<file path="src/hw/rtl/mclc_pkg.sv">
// ----------------------------------------------------------------------------
// mclc_pkg
// Types, constants and helper functions shared by the mip chain layout blocks.
// ----------------------------------------------------------------------------
`default_nettype none

package mclc_pkg;

    localparam int DIM_W    = 15;
    localparam int BLK_W    = 5;
    localparam int BYTES_W  = 7;
    localparam int LVL_W    = 5;
    localparam int FACES_W  = 3;
    localparam int LAYERS_W = 12;
    localparam int ROW_W    = 21;
    localparam int SLICE_W  = 35;
    localparam int SUM_W    = 63;

    localparam int MUL_A_W  = 64;
    localparam int MUL_B_W  = 16;
    localparam int PROD_W   = MUL_A_W + MUL_B_W;
    localparam int RCP_W    = 22;
    localparam int RCP_SH   = 21;
    localparam int MAX_RES  = 16;

    localparam logic [SUM_W-1:0] SAT63 = '1;

    typedef enum logic [3:0] {
        S_IDLE,
        S_DIV0,
        S_DIV1,
        S_DIV2,
        S_ROW,
        S_SLICE,
        S_VOL,
        S_FACE,
        S_LAYER,
        S_TOTAL,
        S_EMIT
    } t_state;

    typedef struct packed {
        logic [DIM_W-1:0]    base_width;
        logic [DIM_W-1:0]    base_height;
        logic [DIM_W-1:0]    base_depth;
        logic [BLK_W-1:0]    block_width;
        logic [BLK_W-1:0]    block_height;
        logic [BLK_W-1:0]    block_depth;
        logic [BYTES_W-1:0]  block_bytes;
        logic [LVL_W-1:0]    level_count;
        logic [FACES_W-1:0]  face_count;
        logic [LAYERS_W-1:0] layer_count;
    } t_req;

    typedef struct packed {
        logic [DIM_W-1:0]   level_width;
        logic [DIM_W-1:0]   level_height;
        logic [DIM_W-1:0]   level_depth;
        logic [DIM_W-1:0]   blocks_across;
        logic [DIM_W-1:0]   blocks_down;
        logic [DIM_W-1:0]   blocks_deep;
        logic [ROW_W-1:0]   row_bytes;
        logic [SLICE_W-1:0] slice_bytes;
        logic [SUM_W-1:0]   face_bytes;
        logic [SUM_W-1:0]   layer_bytes;
        logic [SUM_W-1:0]   total_bytes;
        logic               last;
    } t_res;

    typedef struct packed {
        logic               en;
        logic [MUL_A_W-1:0] a;
        logic [MUL_B_W-1:0] b;
    } t_mul_op;

    // ceil(2^21 / d); exact floor division for numerators below 2^16
    function automatic logic [RCP_W-1:0] recip(input logic [BLK_W-1:0] d);
        logic [RCP_W-1:0] m;
        case (d)
            5'd2:    m = 22'd1048576;
            5'd3:    m = 22'd699051;
            5'd4:    m = 22'd524288;
            5'd5:    m = 22'd419431;
            5'd6:    m = 22'd349526;
            5'd7:    m = 22'd299594;
            5'd8:    m = 22'd262144;
            5'd9:    m = 22'd233017;
            5'd10:   m = 22'd209716;
            5'd11:   m = 22'd190651;
            5'd12:   m = 22'd174763;
            5'd13:   m = 22'd161320;
            5'd14:   m = 22'd149797;
            5'd15:   m = 22'd139811;
            5'd16:   m = 22'd131072;
            5'd17:   m = 22'd123362;
            5'd18:   m = 22'd116509;
            5'd19:   m = 22'd110377;
            5'd20:   m = 22'd104858;
            5'd21:   m = 22'd99865;
            5'd22:   m = 22'd95326;
            5'd23:   m = 22'd91181;
            5'd24:   m = 22'd87382;
            5'd25:   m = 22'd83887;
            5'd26:   m = 22'd80660;
            5'd27:   m = 22'd77673;
            5'd28:   m = 22'd74899;
            5'd29:   m = 22'd72316;
            5'd30:   m = 22'd69906;
            5'd31:   m = 22'd67651;
            default: m = 22'd2097152;
        endcase
        return m;
    endfunction

    function automatic logic [ROW_W-1:0] sat21(input logic [PROD_W-1:0] p);
        return (p[PROD_W-1:ROW_W] != '0) ? '1 : p[ROW_W-1:0];
    endfunction

    function automatic logic [SLICE_W-1:0] sat35(input logic [PROD_W-1:0] p);
        return (p[PROD_W-1:SLICE_W] != '0) ? '1 : p[SLICE_W-1:0];
    endfunction

    function automatic logic [SUM_W-1:0] sat63(input logic [PROD_W-1:0] p);
        return (p[PROD_W-1:SUM_W] != '0) ? SAT63 : p[SUM_W-1:0];
    endfunction

endpackage

`default_nettype wire

</file>
<file path="src/hw/rtl/mclc_mul.sv">
// ----------------------------------------------------------------------------
// mclc_mul
// Shared 64x16 multiplier with registered product.
// ----------------------------------------------------------------------------
`default_nettype none

module mclc_mul (
    input  wire                                i_clk,
    input  wire  mclc_pkg::t_mul_op            i_op,
    output logic [mclc_pkg::PROD_W-1:0]        o_prod
);
    import mclc_pkg::*;

    logic [PROD_W-1:0] r_prod;

    always_ff @(posedge i_clk) begin
        if (i_op.en) begin
            r_prod <= PROD_W'(i_op.a) * PROD_W'(i_op.b);
        end
    end

    assign o_prod = r_prod;

endmodule

`default_nettype wire

</file>
<file path="src/hw/rtl/mclc_seq.sv">
// ----------------------------------------------------------------------------
// mclc_seq
// Level sequencer: walks the mip chain, drives the shared multiplier and
// builds one result per level.
// ----------------------------------------------------------------------------
`default_nettype none

module mclc_seq #(
    parameter int LEVELS_MAX = 16,
    parameter int MAX_DIM    = 16384
) (
    input  wire                          i_clk,
    input  wire                          i_rst_n,
    input  wire                          i_req_valid,
    input  wire  mclc_pkg::t_req         i_req,
    output logic                         o_req_ready,
    input  wire  [mclc_pkg::PROD_W-1:0]  i_prod,
    output mclc_pkg::t_mul_op            o_mul_op,
    output logic                         o_res_valid,
    output mclc_pkg::t_res               o_res,
    input  wire                          i_out_free
);
    import mclc_pkg::*;

    localparam int DIM_CAP = (MAX_DIM > 32767) ? 32767 : MAX_DIM;
    localparam int LVL_CAP = (LEVELS_MAX < MAX_RES) ? LEVELS_MAX : MAX_RES;

    t_state r_state, n_state;

    logic [DIM_W-1:0]    r_dim [3];
    logic [BLK_W-1:0]    r_blk [3];
    logic [DIM_W-1:0]    r_nb  [3];
    logic [BYTES_W-1:0]  r_bytes;
    logic [LVL_W-1:0]    r_levels;
    logic [LVL_W-1:0]    r_count;
    logic [FACES_W-1:0]  r_faces;
    logic [LAYERS_W-1:0] r_layers;
    logic [ROW_W-1:0]    r_row;
    logic [SLICE_W-1:0]  r_slice;
    logic [SUM_W-1:0]    r_face;
    logic [SUM_W-1:0]    r_layer;

    logic [DIM_W-1:0]    w_dim_in [3];
    logic [BLK_W-1:0]    w_blk_in [3];
    logic [DIM_W-1:0]    w_dim_raw [3];
    logic [BLK_W-1:0]    w_blk_raw [3];
    logic [LVL_W-1:0]    w_lvl_in;
    logic                w_ok;
    logic                w_unit;
    logic                w_last;
    logic [MUL_A_W-1:0]  w_face_sum;
    logic [LVL_W-1:0]    w_count_inc;

    assign w_dim_raw[0] = i_req.base_width;
    assign w_dim_raw[1] = i_req.base_height;
    assign w_dim_raw[2] = i_req.base_depth;
    assign w_blk_raw[0] = i_req.block_width;
    assign w_blk_raw[1] = i_req.block_height;
    assign w_blk_raw[2] = i_req.block_depth;

    always_comb begin
        for (int i = 0; i < 3; i++) begin
            w_dim_in[i] = ({2'b0, w_dim_raw[i]} > 17'(DIM_CAP)) ? DIM_W'(DIM_CAP)
                                                                  : w_dim_raw[i];
            w_blk_in[i] = (w_blk_raw[i] == '0) ? BLK_W'(1) : w_blk_raw[i];
        end
        w_lvl_in = (i_req.level_count > LVL_W'(LVL_CAP)) ? LVL_W'(LVL_CAP)
                                                         : i_req.level_count;
        w_ok = (w_dim_in[0] != '0) && (w_dim_in[1] != '0) && (w_dim_in[2] != '0)
               && (i_req.level_count != '0);
    end

    function automatic logic [MUL_B_W-1:0] numer(input logic [DIM_W-1:0] d,
                                                 input logic [BLK_W-1:0] b);
        return MUL_B_W'(d) + MUL_B_W'(b) - MUL_B_W'(1);
    endfunction

    assign w_unit      = (r_dim[0] == DIM_W'(1)) && (r_dim[1] == DIM_W'(1))
                         && (r_dim[2] == DIM_W'(1));
    assign w_count_inc = r_count + LVL_W'(1);
    assign w_last      = w_unit || (w_count_inc == r_levels);
    assign w_face_sum  = {1'b0, r_face} + MUL_A_W'(i_prod[MUL_A_W-1:0]);

    // next state
    always_comb begin
        n_state = r_state;
        case (r_state)
            S_IDLE:  if (i_req_valid && w_ok) n_state = S_DIV0;
            S_DIV0:  n_state = S_DIV1;
            S_DIV1:  n_state = S_DIV2;
            S_DIV2:  n_state = S_ROW;
            S_ROW:   n_state = S_SLICE;
            S_SLICE: n_state = S_VOL;
            S_VOL:   n_state = S_FACE;
            S_FACE:  n_state = S_LAYER;
            S_LAYER: n_state = S_TOTAL;
            S_TOTAL: n_state = S_EMIT;
            S_EMIT:  begin
                if (i_out_free) n_state = w_last ? S_IDLE : S_DIV0;
            end
            default: n_state = S_IDLE;
        endcase
    end

    // outputs
    always_comb begin
        o_req_ready = 1'b0;
        o_res_valid = 1'b0;
        o_mul_op    = '0;
        case (r_state)
            S_IDLE:  o_req_ready = 1'b1;
            S_DIV0:  begin
                o_mul_op.en = 1'b1;
                o_mul_op.a  = MUL_A_W'(recip(r_blk[0]));
                o_mul_op.b  = numer(r_dim[0], r_blk[0]);
            end
            S_DIV1:  begin
                o_mul_op.en = 1'b1;
                o_mul_op.a  = MUL_A_W'(recip(r_blk[1]));
                o_mul_op.b  = numer(r_dim[1], r_blk[1]);
            end
            S_DIV2:  begin
                o_mul_op.en = 1'b1;
                o_mul_op.a  = MUL_A_W'(recip(r_blk[2]));
                o_mul_op.b  = numer(r_dim[2], r_blk[2]);
            end
            S_ROW:   begin
                o_mul_op.en = 1'b1;
                o_mul_op.a  = MUL_A_W'(r_bytes);
                o_mul_op.b  = MUL_B_W'(r_nb[0]);
            end
            S_SLICE: begin
                o_mul_op.en = 1'b1;
                o_mul_op.a  = MUL_A_W'(sat21(i_prod));
                o_mul_op.b  = MUL_B_W'(r_nb[1]);
            end
            S_VOL:   begin
                o_mul_op.en = 1'b1;
                o_mul_op.a  = MUL_A_W'(sat35(i_prod));
                o_mul_op.b  = MUL_B_W'(r_nb[2]);
            end
            S_LAYER: begin
                o_mul_op.en = 1'b1;
                o_mul_op.a  = MUL_A_W'(r_face);
                o_mul_op.b  = MUL_B_W'(r_faces);
            end
            S_TOTAL: begin
                o_mul_op.en = 1'b1;
                o_mul_op.a  = MUL_A_W'(sat63(i_prod));
                o_mul_op.b  = MUL_B_W'(r_layers);
            end
            S_EMIT:  o_res_valid = 1'b1;
            default: o_req_ready = 1'b0;
        endcase
    end

    always_comb begin
        o_res.level_width   = r_dim[0];
        o_res.level_height  = r_dim[1];
        o_res.level_depth   = r_dim[2];
        o_res.blocks_across = r_nb[0];
        o_res.blocks_down   = r_nb[1];
        o_res.blocks_deep   = r_nb[2];
        o_res.row_bytes     = r_row;
        o_res.slice_bytes   = r_slice;
        o_res.face_bytes    = r_face;
        o_res.layer_bytes   = r_layer;
        o_res.total_bytes   = sat63(i_prod);
        o_res.last          = w_last;
    end

    always_ff @(posedge i_clk) begin
        if (!i_rst_n) begin
            r_state <= S_IDLE;
        end else begin
            r_state <= n_state;
        end
    end

    always_ff @(posedge i_clk) begin
        case (r_state)
            S_IDLE:  begin
                if (i_req_valid) begin
                    for (int i = 0; i < 3; i++) begin
                        r_dim[i] <= w_dim_in[i];
                        r_blk[i] <= w_blk_in[i];
                    end
                    r_bytes  <= i_req.block_bytes;
                    r_levels <= w_lvl_in;
                    r_faces  <= i_req.face_count;
                    r_layers <= i_req.layer_count;
                    r_count  <= '0;
                    r_face   <= '0;
                end
            end
            S_DIV1:  r_nb[0] <= i_prod[RCP_SH+DIM_W-1:RCP_SH];
            S_DIV2:  r_nb[1] <= i_prod[RCP_SH+DIM_W-1:RCP_SH];
            S_ROW:   r_nb[2] <= i_prod[RCP_SH+DIM_W-1:RCP_SH];
            S_SLICE: r_row   <= sat21(i_prod);
            S_VOL:   r_slice <= sat35(i_prod);
            S_FACE:  r_face  <= w_face_sum[SUM_W] ? SAT63 : w_face_sum[SUM_W-1:0];
            S_TOTAL: r_layer <= sat63(i_prod);
            S_EMIT:  begin
                if (i_out_free && !w_last) begin
                    for (int i = 0; i < 3; i++) begin
                        r_dim[i] <= (r_dim[i] > DIM_W'(1)) ? (r_dim[i] >> 1) : DIM_W'(1);
                    end
                    r_count <= w_count_inc;
                end
            end
            default: r_count <= r_count;
        endcase
    end

endmodule

`default_nettype wire

</file>
<file path="src/hw/rtl/mip_chain_layout_calculator.sv">
// ----------------------------------------------------------------------------
// mip_chain_layout_calculator
// Walks a texture mip chain and streams out per-level block counts, spans and
// saturating face, layer and total sizes.
// ----------------------------------------------------------------------------
// All levels are computed on one shared 64x16 multiplier (3 divides by reciprocal,
//   5 products per level).
// Input ready only when idle: a new request is taken only after the previous chain is done.
// Requests with a zero dimension or zero level count give no output.
// Reset: synchronous, active low; clears sequencer state and output valid.
// ----------------------------------------------------------------------------
`default_nettype none

module mip_chain_layout_calculator #(
    parameter int LEVELS_MAX = 16,
    parameter int MAX_DIM    = 16384
) (
    input  wire          i_clk,
    input  wire          i_rst_n,
    input  wire          i_s_axis_tvalid,
    output logic         o_s_axis_tready,
    // base_width, base_height, base_depth, block_width, block_height,
    // block_depth, block_bytes, level_count, face_count, layer_count, pad
    input  wire  [87:0]  i_s_axis_tdata,
    output logic         o_m_axis_tvalid,
    input  wire          i_m_axis_tready,
    // level_width, level_height, level_depth, blocks_across, blocks_down,
    // blocks_deep, row_bytes, slice_bytes, face_bytes, layer_bytes,
    // total_bytes, pad
    output logic [335:0] o_m_axis_tdata,
    output logic         o_m_axis_tlast
);
    import mclc_pkg::*;

    t_req              w_req;
    t_res              w_res;
    t_mul_op           w_mul_op;
    logic [PROD_W-1:0] w_prod;
    logic              w_res_valid;
    logic              w_out_free;

    logic              r_out_valid;
    logic [335:0]      r_out_data;
    logic              r_out_last;

    assign w_req.base_width   = i_s_axis_tdata[14:0];
    assign w_req.base_height  = i_s_axis_tdata[29:15];
    assign w_req.base_depth   = i_s_axis_tdata[44:30];
    assign w_req.block_width  = i_s_axis_tdata[49:45];
    assign w_req.block_height = i_s_axis_tdata[54:50];
    assign w_req.block_depth  = i_s_axis_tdata[59:55];
    assign w_req.block_bytes  = i_s_axis_tdata[66:60];
    assign w_req.level_count  = i_s_axis_tdata[71:67];
    assign w_req.face_count   = i_s_axis_tdata[74:72];
    assign w_req.layer_count  = i_s_axis_tdata[86:75];

    mclc_seq #(
        .LEVELS_MAX (LEVELS_MAX),
        .MAX_DIM    (MAX_DIM)
    ) u_seq (
        .i_clk       (i_clk),
        .i_rst_n     (i_rst_n),
        .i_req_valid (i_s_axis_tvalid),
        .i_req       (w_req),
        .o_req_ready (o_s_axis_tready),
        .i_prod      (w_prod),
        .o_mul_op    (w_mul_op),
        .o_res_valid (w_res_valid),
        .o_res       (w_res),
        .i_out_free  (w_out_free)
    );

    mclc_mul u_mul (
        .i_clk  (i_clk),
        .i_op   (w_mul_op),
        .o_prod (w_prod)
    );

    assign w_out_free = !r_out_valid || i_m_axis_tready;

    always_ff @(posedge i_clk) begin
        if (!i_rst_n) begin
            r_out_valid <= 1'b0;
        end else if (w_out_free) begin
            r_out_valid <= w_res_valid;
        end
    end

    always_ff @(posedge i_clk) begin
        if (w_out_free && w_res_valid) begin
            r_out_data <= {1'b0, w_res.total_bytes, w_res.layer_bytes, w_res.face_bytes,
                           w_res.slice_bytes, w_res.row_bytes, w_res.blocks_deep,
                           w_res.blocks_down, w_res.blocks_across, w_res.level_depth,
                           w_res.level_height, w_res.level_width};
            r_out_last <= w_res.last;
        end
    end

    assign o_m_axis_tvalid = r_out_valid;
    assign o_m_axis_tdata  = r_out_data;
    assign o_m_axis_tlast  = r_out_last;

    a_busy_after_accept: assert property (@(posedge i_clk) disable iff (!i_rst_n)
        (i_s_axis_tvalid && o_s_axis_tready && (i_s_axis_tdata[14:0] != '0)
         && (i_s_axis_tdata[29:15] != '0) && (i_s_axis_tdata[44:30] != '0)
         && (i_s_axis_tdata[71:67] != '0)) |=> !o_s_axis_tready)
        else $error("request accepted but sequencer still ready");

    a_dims_nonzero: assert property (@(posedge i_clk) disable iff (!i_rst_n)
        o_m_axis_tvalid |-> (o_m_axis_tdata[14:0] != '0) && (o_m_axis_tdata[29:15] != '0)
                            && (o_m_axis_tdata[44:30] != '0))
        else $error("zero level dimension on output");

    a_blocks_le_texels: assert property (@(posedge i_clk) disable iff (!i_rst_n)
        o_m_axis_tvalid |-> (o_m_axis_tdata[59:45] <= o_m_axis_tdata[14:0])
                            && (o_m_axis_tdata[74:60] <= o_m_axis_tdata[29:15]))
        else $error("block count exceeds texel count");

    a_no_emit_when_idle: assert property (@(posedge i_clk) disable iff (!i_rst_n)
        o_s_axis_tready |-> !w_res_valid)
        else $error("result offered while idle");

endmodule

`default_nettype wire

</file>
<file path="config.mk">
export PLATFORM = sky130hd
export DESIGN_NAME = mip_chain_layout_calculator
export DESIGN_NICKNAME = d
export VERILOG_FILES = /design/src/hw/rtl/mclc_pkg.sv /design/src/hw/rtl/mclc_mul.sv /design/src/hw/rtl/mclc_seq.sv /design/src/hw/rtl/mip_chain_layout_calculator.sv
export SDC_FILE = /design/constraint.sdc
export NUM_CORES = 2
export LEC_CHECK = 0
export BUFFER_PORTS_ARGS = -buffer_cell sky130_fd_sc_hd__buf_4
export CORE_AREA = 4 4 454 344
export CTS_CLUSTER_SIZE = 16
export DETAILED_ROUTE_END_ITERATION = 12
export DIE_AREA = 0 0 458 348
export GPL_ROUTABILITY_DRIVEN = 0
export SKIP_CTS_REPAIR_TIMING = 1
export SLEW_MARGIN = 10
export SYNTH_ARGS = -nofsm -noshare
export SYNTH_HDL_FRONTEND = slang
export SYNTH_SLANG_ARGS = --single-unit
</file>
<file path="constraint.sdc">
create_clock -name i_clk -period 21.9 [get_ports i_clk]
set_clock_uncertainty 0.1 [all_clocks]
set_input_delay 2.19 -clock i_clk [delete_from_list [all_inputs] [get_ports i_clk]]
set_output_delay 2.19 -clock i_clk [all_outputs]
set_load 0.05 [all_outputs]
</file>
* Word level (Yosys, flattened, before mapping) *
Memory sizes are Yosys's and may differ from the RTL's.
Cells that the tools add are included.
Widths: inputs -> output; s select.

operators by class
  multipliers = 1
  reduce and logical (&&, ||, !) cells = 31
  order comparisons = 7
  eq/ne operators = 18
  add/subtract/negate cells = 8
  muxes and demuxes = 46
  bitwise operators = 3

operator list
  cell                   number
  $pmux 81 s8            1
  $mux 63                3
  $pmux 63 s2            1
  $mux 15                8
  $mul 64x16->80         1
  $add 63x64->64         1
  $reduce_bool 59->1     1
  $add 15x5->16          3
  $sub 16x1->16 const B  3
  $eq 15x1->1 const B    3
  $gt 15x1->1 const B    3
  $gt 15x15->1 const B   3
  $reduce_bool 15->1     3
  $reduce_bool 45->1     1
  $pmux 4 s11            1
  $mux 14                3
  $mux 35                1
  $reduce_or 15->1       2
  $mux 5                 5
  $mux 21                1
  $mux 1                 17
  $reduce_bool 17->1     1
  $eq 4x3->1 const B     4
  $logic_not 5->1        3
  20 further kinds       41

storage, ports and cells
  input bits = 92
  register bits after elaboration = 635
  bits in read-only memories = 2,112
  output and inout bits = 339
  memories kept = 6
  word-level logic and storage cells = 134
  memory bits (writable) = 105

memories
  memory           depth  width  read ports  clocked after Yosys merged registers in  wr ports  line            text
  (no name shown)  32     22     1           0                                        0         mclc_pkg.sv:79  case (d)
  (no name shown)  32     22     1           0                                        0         mclc_pkg.sv:79
  (no name shown)  32     22     1           0                                        0         mclc_pkg.sv:79
  u_seq.r_dim      3      15     3           0                                        3         mclc_seq.sv:30  logic [DIM_W-1:0] r_dim [3];
  u_seq.r_nb       3      15     3           0                                        1         mclc_seq.sv:32  logic [DIM_W-1:0] r_nb [3];
  u_seq.r_blk      3      5      3           0                                        3         mclc_seq.sv:31  logic [BLK_W-1:0] r_blk [3];

* Depth between registers and ports, before layout *
An unclocked memory read counts as a cell.

  depth after elaboration = 11
  mapped depth = 44
  gate-level depth less buffers = 40

* By module *
Synthesis repeated with hierarchy kept, for this count alone.

unflattened totals
  cells, all modules = 6,511
  area, all modules = 66,931.7 µm²

by module, submodules not included
  module                       area each (µm²)  cells each  times used  sequential area each (µm²)
  mclc_mul                     33,940.1         3,787       1           2,402.3
  mclc_seq                     22,833.1         2,381       1           9,659.3
  mip_chain_layout_calculator  10,158.5         343         1           10,109.7

* Least setup slack after synthesis *
No wires, ideal clock.

  path type = input port to flip-flop
  from = in i_m_axis_tready
  to = mem u_seq.r_dim[0][0], enable pin
  slack = 2.114 ns
  setup time = 0.403 ns
  arrival = 19.282 ns
  buffers on the path = 1
  stages on the path = 5
  required time = 21.397 ns
  path through = nor2b_1 -> nor2_1 -> nand2b_1 -> clkbuf_1 -> nand2_1

RTL lines
  what             line                               text
  start, declared  mip_chain_layout_calculator.sv:26  input wire i_m_axis_tready,
  end, declared    mclc_seq.sv:30

==> flow_metrics.env <==
export IMPL_status="finished clean"
export IMPL_cts_inserted_buffers=80
export IMPL_rows=124
export IMPL_netlist_top_cells_count="inv_1, nand2_1, fa_1"
export IMPL_drtIter0Drc=4874
export IMPL_die_area_um2=159000
export IMPL_grt_pass1_wl_mm=310
export IMPL_met3_usage=0.0400
export IMPL_arrival_ns=12.90
export IMPL_cts_root_buf="clkbuf_16"
export IMPL_period_needed_ns=12.56
export IMPL_antenna_found_initial=9
export IMPL_dp_hpwl_mm=157
export IMPL_cpMaxStageDelayCell="edfxtp_1"
export IMPL_power_frac_comb=0.636
export IMPL_core_area_um2=152000
export IMPL_path_class="reg -> reg"
export IMPL_finalCritPeriodShare=0.574
export IMPL_final_util=0.485
export IMPL_rsz0062_at_grt="false"
export IMPL_wire_per_inst_um=23.2
export IMPL_cts_buffer_depth=3
export IMPL_gr_total_overflow=0
export IMPL_synth_edf_count=735
export IMPL_ant_nets=0
export IMPL_fin_cells=8788
export IMPL_cts_htree_levels=3
export IMPL_clkPwrFrac=0.145
export IMPL_grt_pass1_vias=49200
export IMPL_fin_nets=7982
export IMPL_wl_mm=204
export IMPL_grt_max_degree=88
export IMPL_powerDensity_nw_per_um2=134
export IMPL_die_h_um=348
export IMPL_dp_cells=8637
export IMPL_netlist_area_um2=65000
export IMPL_p_seq_frac=0.219
export IMPL_setup_tns_ns=0
export IMPL_yosys_warnings=0
export IMPL_finalSetupViolations=0
export IMPL_synth_top_area_share=0.340
export IMPL_synthFlopType="edfxtp_1"
export IMPL_placed_cell_area_um2=70800
export IMPL_hp_class="reg -> reg"
export IMPL_track_usage=0.255
export IMPL_drt_pass1_iterations=6
export IMPL_syn_avg_cell_area_um2=10.3
export IMPL_cts_sinks=740
export IMPL_fmaxAchievable_mhz=79.6
export IMPL_p_leak_nw=32.5
export IMPL_ioPinCount=431
export IMPL_endpoint_kind="register"
export IMPL_stdcell_area_um2=73500
export IMPL_p_total_mw=9.82
export IMPL_path_common_cell="fa_1"
export IMPL_ys_types=85
export IMPL_io_buffer_count=428
export IMPL_syn_inst=6310
export IMPL_use_met2=0.403
export IMPL_worst_setup_path_start_kind="register"
export IMPL_final_max_slew_viol_count=0
export IMPL_area_growth_syn_to_layout_pct=13.1
export IMPL_grtUsageMet1=0.354
export IMPL_swShare=0.501
export IMPL_vias_per_cell=5.52
export IMPL_power_internal_mw=4.90
export IMPL_cp_max_fo=30
export IMPL_vias=48500
export IMPL_grt_busiest_layer="met2"
export IMPL_die_w_um=458
export IMPL_drive_gt1_frac=0.108
export IMPL_irDropWorstVdd_mv=0.112
export IMPL_clk_latency_ns=0.72
export IMPL_cts_tree="built"
export IMPL_max_slew_margin=0.212
export IMPL_synth_most_common_cell="inv_1"
export IMPL_yosys_top_cells_area="edfxtp_1, fa_1, inv_1"
export IMPL_worst_slew_pin_slew_ns=1.18
export IMPL_slowest_delay_ns=0.99
export IMPL_start_util=0.429
export IMPL_drcViolationCount=0
export IMPL_worstPathRequired_ns=22.24
export IMPL_final_hold_viol_count=0
export IMPL_seq_area_frac_synth=0.341
export IMPL_path_clk_slew_ns=0.06
export IMPL_synth_seq_cells=740
export IMPL_switching_power_mw=4.92
export IMPL_synthArstFlopShare=0
export IMPL_yosys_area_top_type="edfxtp_1"
export IMPL_maxCapViolations=0
## layout make-up
class,count,area (um^2)
Clock buffer,95,2100
Antenna cell,4,10.0
Clock inverter,52,597
Multi-Input combinational cell,4192,37900
Timing Repair Buffer,506,3800
Sequential cell,740,22200
Inverter,1183,4450
Tap cell,2016,2520
Fill cell,14000,78000
## logic make-up after synthesis
family                     Yosys count  synth area share
and+or+nand+nor                   1651             0.112
buffers and inverters             1503            0.0873
AOI/OAI and AO/OA                 1033             0.105
DFF                                740             0.341
muxes                               12           0.00204
adders and majority gates         1187             0.328
other                                2          0.000116
xor gates and xnor gates           182            0.0246
## routing by layer
layer | up-vias | share of wire | wire length (um)
met5 | - | 0.000064 | 13
met1 | 24600 | 0.42 | 84600
met4 | 2 | 0.047 | 9480
met2 | 2239 | 0.46 | 92800
li1 | 21200 | - | -
met3 | 414 | 0.082 | 16700
## cells in the final DEF (no fill, tap or decap), types with 13 or more instances in the layout
cell,Yosys,final
and2_1,55,55
a221oi_1,30,28
nor2_1,279,278
edfxtp_1,735,735
nand4_1,49,49
clkbuf_1,295,13
xnor2_1,105,105
o21a_1,21,21
o21ai_1,17,17
o21bai_1,47,47
a22o_1,60,60
buf_4,7,506
o211ai_1,22,22
xor2_1,76,76
o21ai_0,127,126
nand3_1,47,44
a31oi_1,36,36
fa_1,857,857
nor4_1,30,30
clkinv_2,0,16
a211oi_1,36,35
nand2b_1,31,31
inv_1,1175,1172
nand2_1,913,909
o22ai_1,17,17
or3_1,51,51
and3_1,22,22
ha_1,330,330
a22oi_1,25,25
nor3_1,48,45
a21oi_1,336,335
a221o_1,17,17
clkbuf_16,0,82
nor2b_1,63,63
or2_2,41,41
conb_1,2,127
a21o_1,119,119
## stage by stage
step	hold slack, ns	setup slack [ns]
detailed placement	0.305	9.75
floorplan	0.300	2.11
CTS	0.295	9.69
global route	0.309	8.80
finish	0.298	9.34
global placement	0.301	9.80
## worst max-delay path, delay by kind of cell, from the launching register on
kind                     cells  cell delay (ns)
AO/OA/AOI/OAI               19             5.96
XOR/XNOR                     2             0.31
adder cells (fa/ha/maj)      9             4.14
buffers and inverters        4             0.73
flip-flops                   1             0.99
## state kept, by name, indices dropped and copies added (netlist names)
register	flops
o_m_axis_tlast	1
o_m_axis_tdata	335
u_seq.r_levels	5
u_seq.r_row	21
u_seq.r_blk	15
o_m_axis_tvalid	1
u_seq.r_nb	45
u_seq.r_state	4
u_seq.r_layers	12
u_seq.r_count	5
u_seq.r_face	63
u_seq.r_layer	63
u_seq.r_dim	45
u_seq.r_faces	3
u_seq.r_slice	35
u_mul.o_prod	80
u_seq.r_bytes	7
## power by group through the flow
| stage | clock network, mW | logic, mW | registers [mW] |
|---|---|---|---|
| 4_1_cts | 1.45 | 6.19 | 2.14 |
| 3_3_place_gp | 0 | 6.06 | 2.17 |
| 3_5_place_dp | 0 | 6.12 | 2.17 |
| 6_report | 1.42 | 6.25 | 2.15 |
| 2_1_floorplan | 0 | 4.29 | 2.13 |
| 5_1_grt | 1.51 | 6.92 | 2.16 |
## final timing paths
kind	start	to	slack [ns]	cells past startpoint
worst min register to register	u_seq.r_layer[36]	o_m_axis_tdata[245]	0.30	0
worst max-delay path	u_seq.r_blk[0][4]	u_mul.o_prod[76]	9.34	34
worst min-delay path	u_seq.r_layer[36]	o_m_axis_tdata[245]	0.30	0
worst max register to register	u_seq.r_blk[0][4]	u_mul.o_prod[76]	9.34	34
Power figures use the tool's default switching activity.
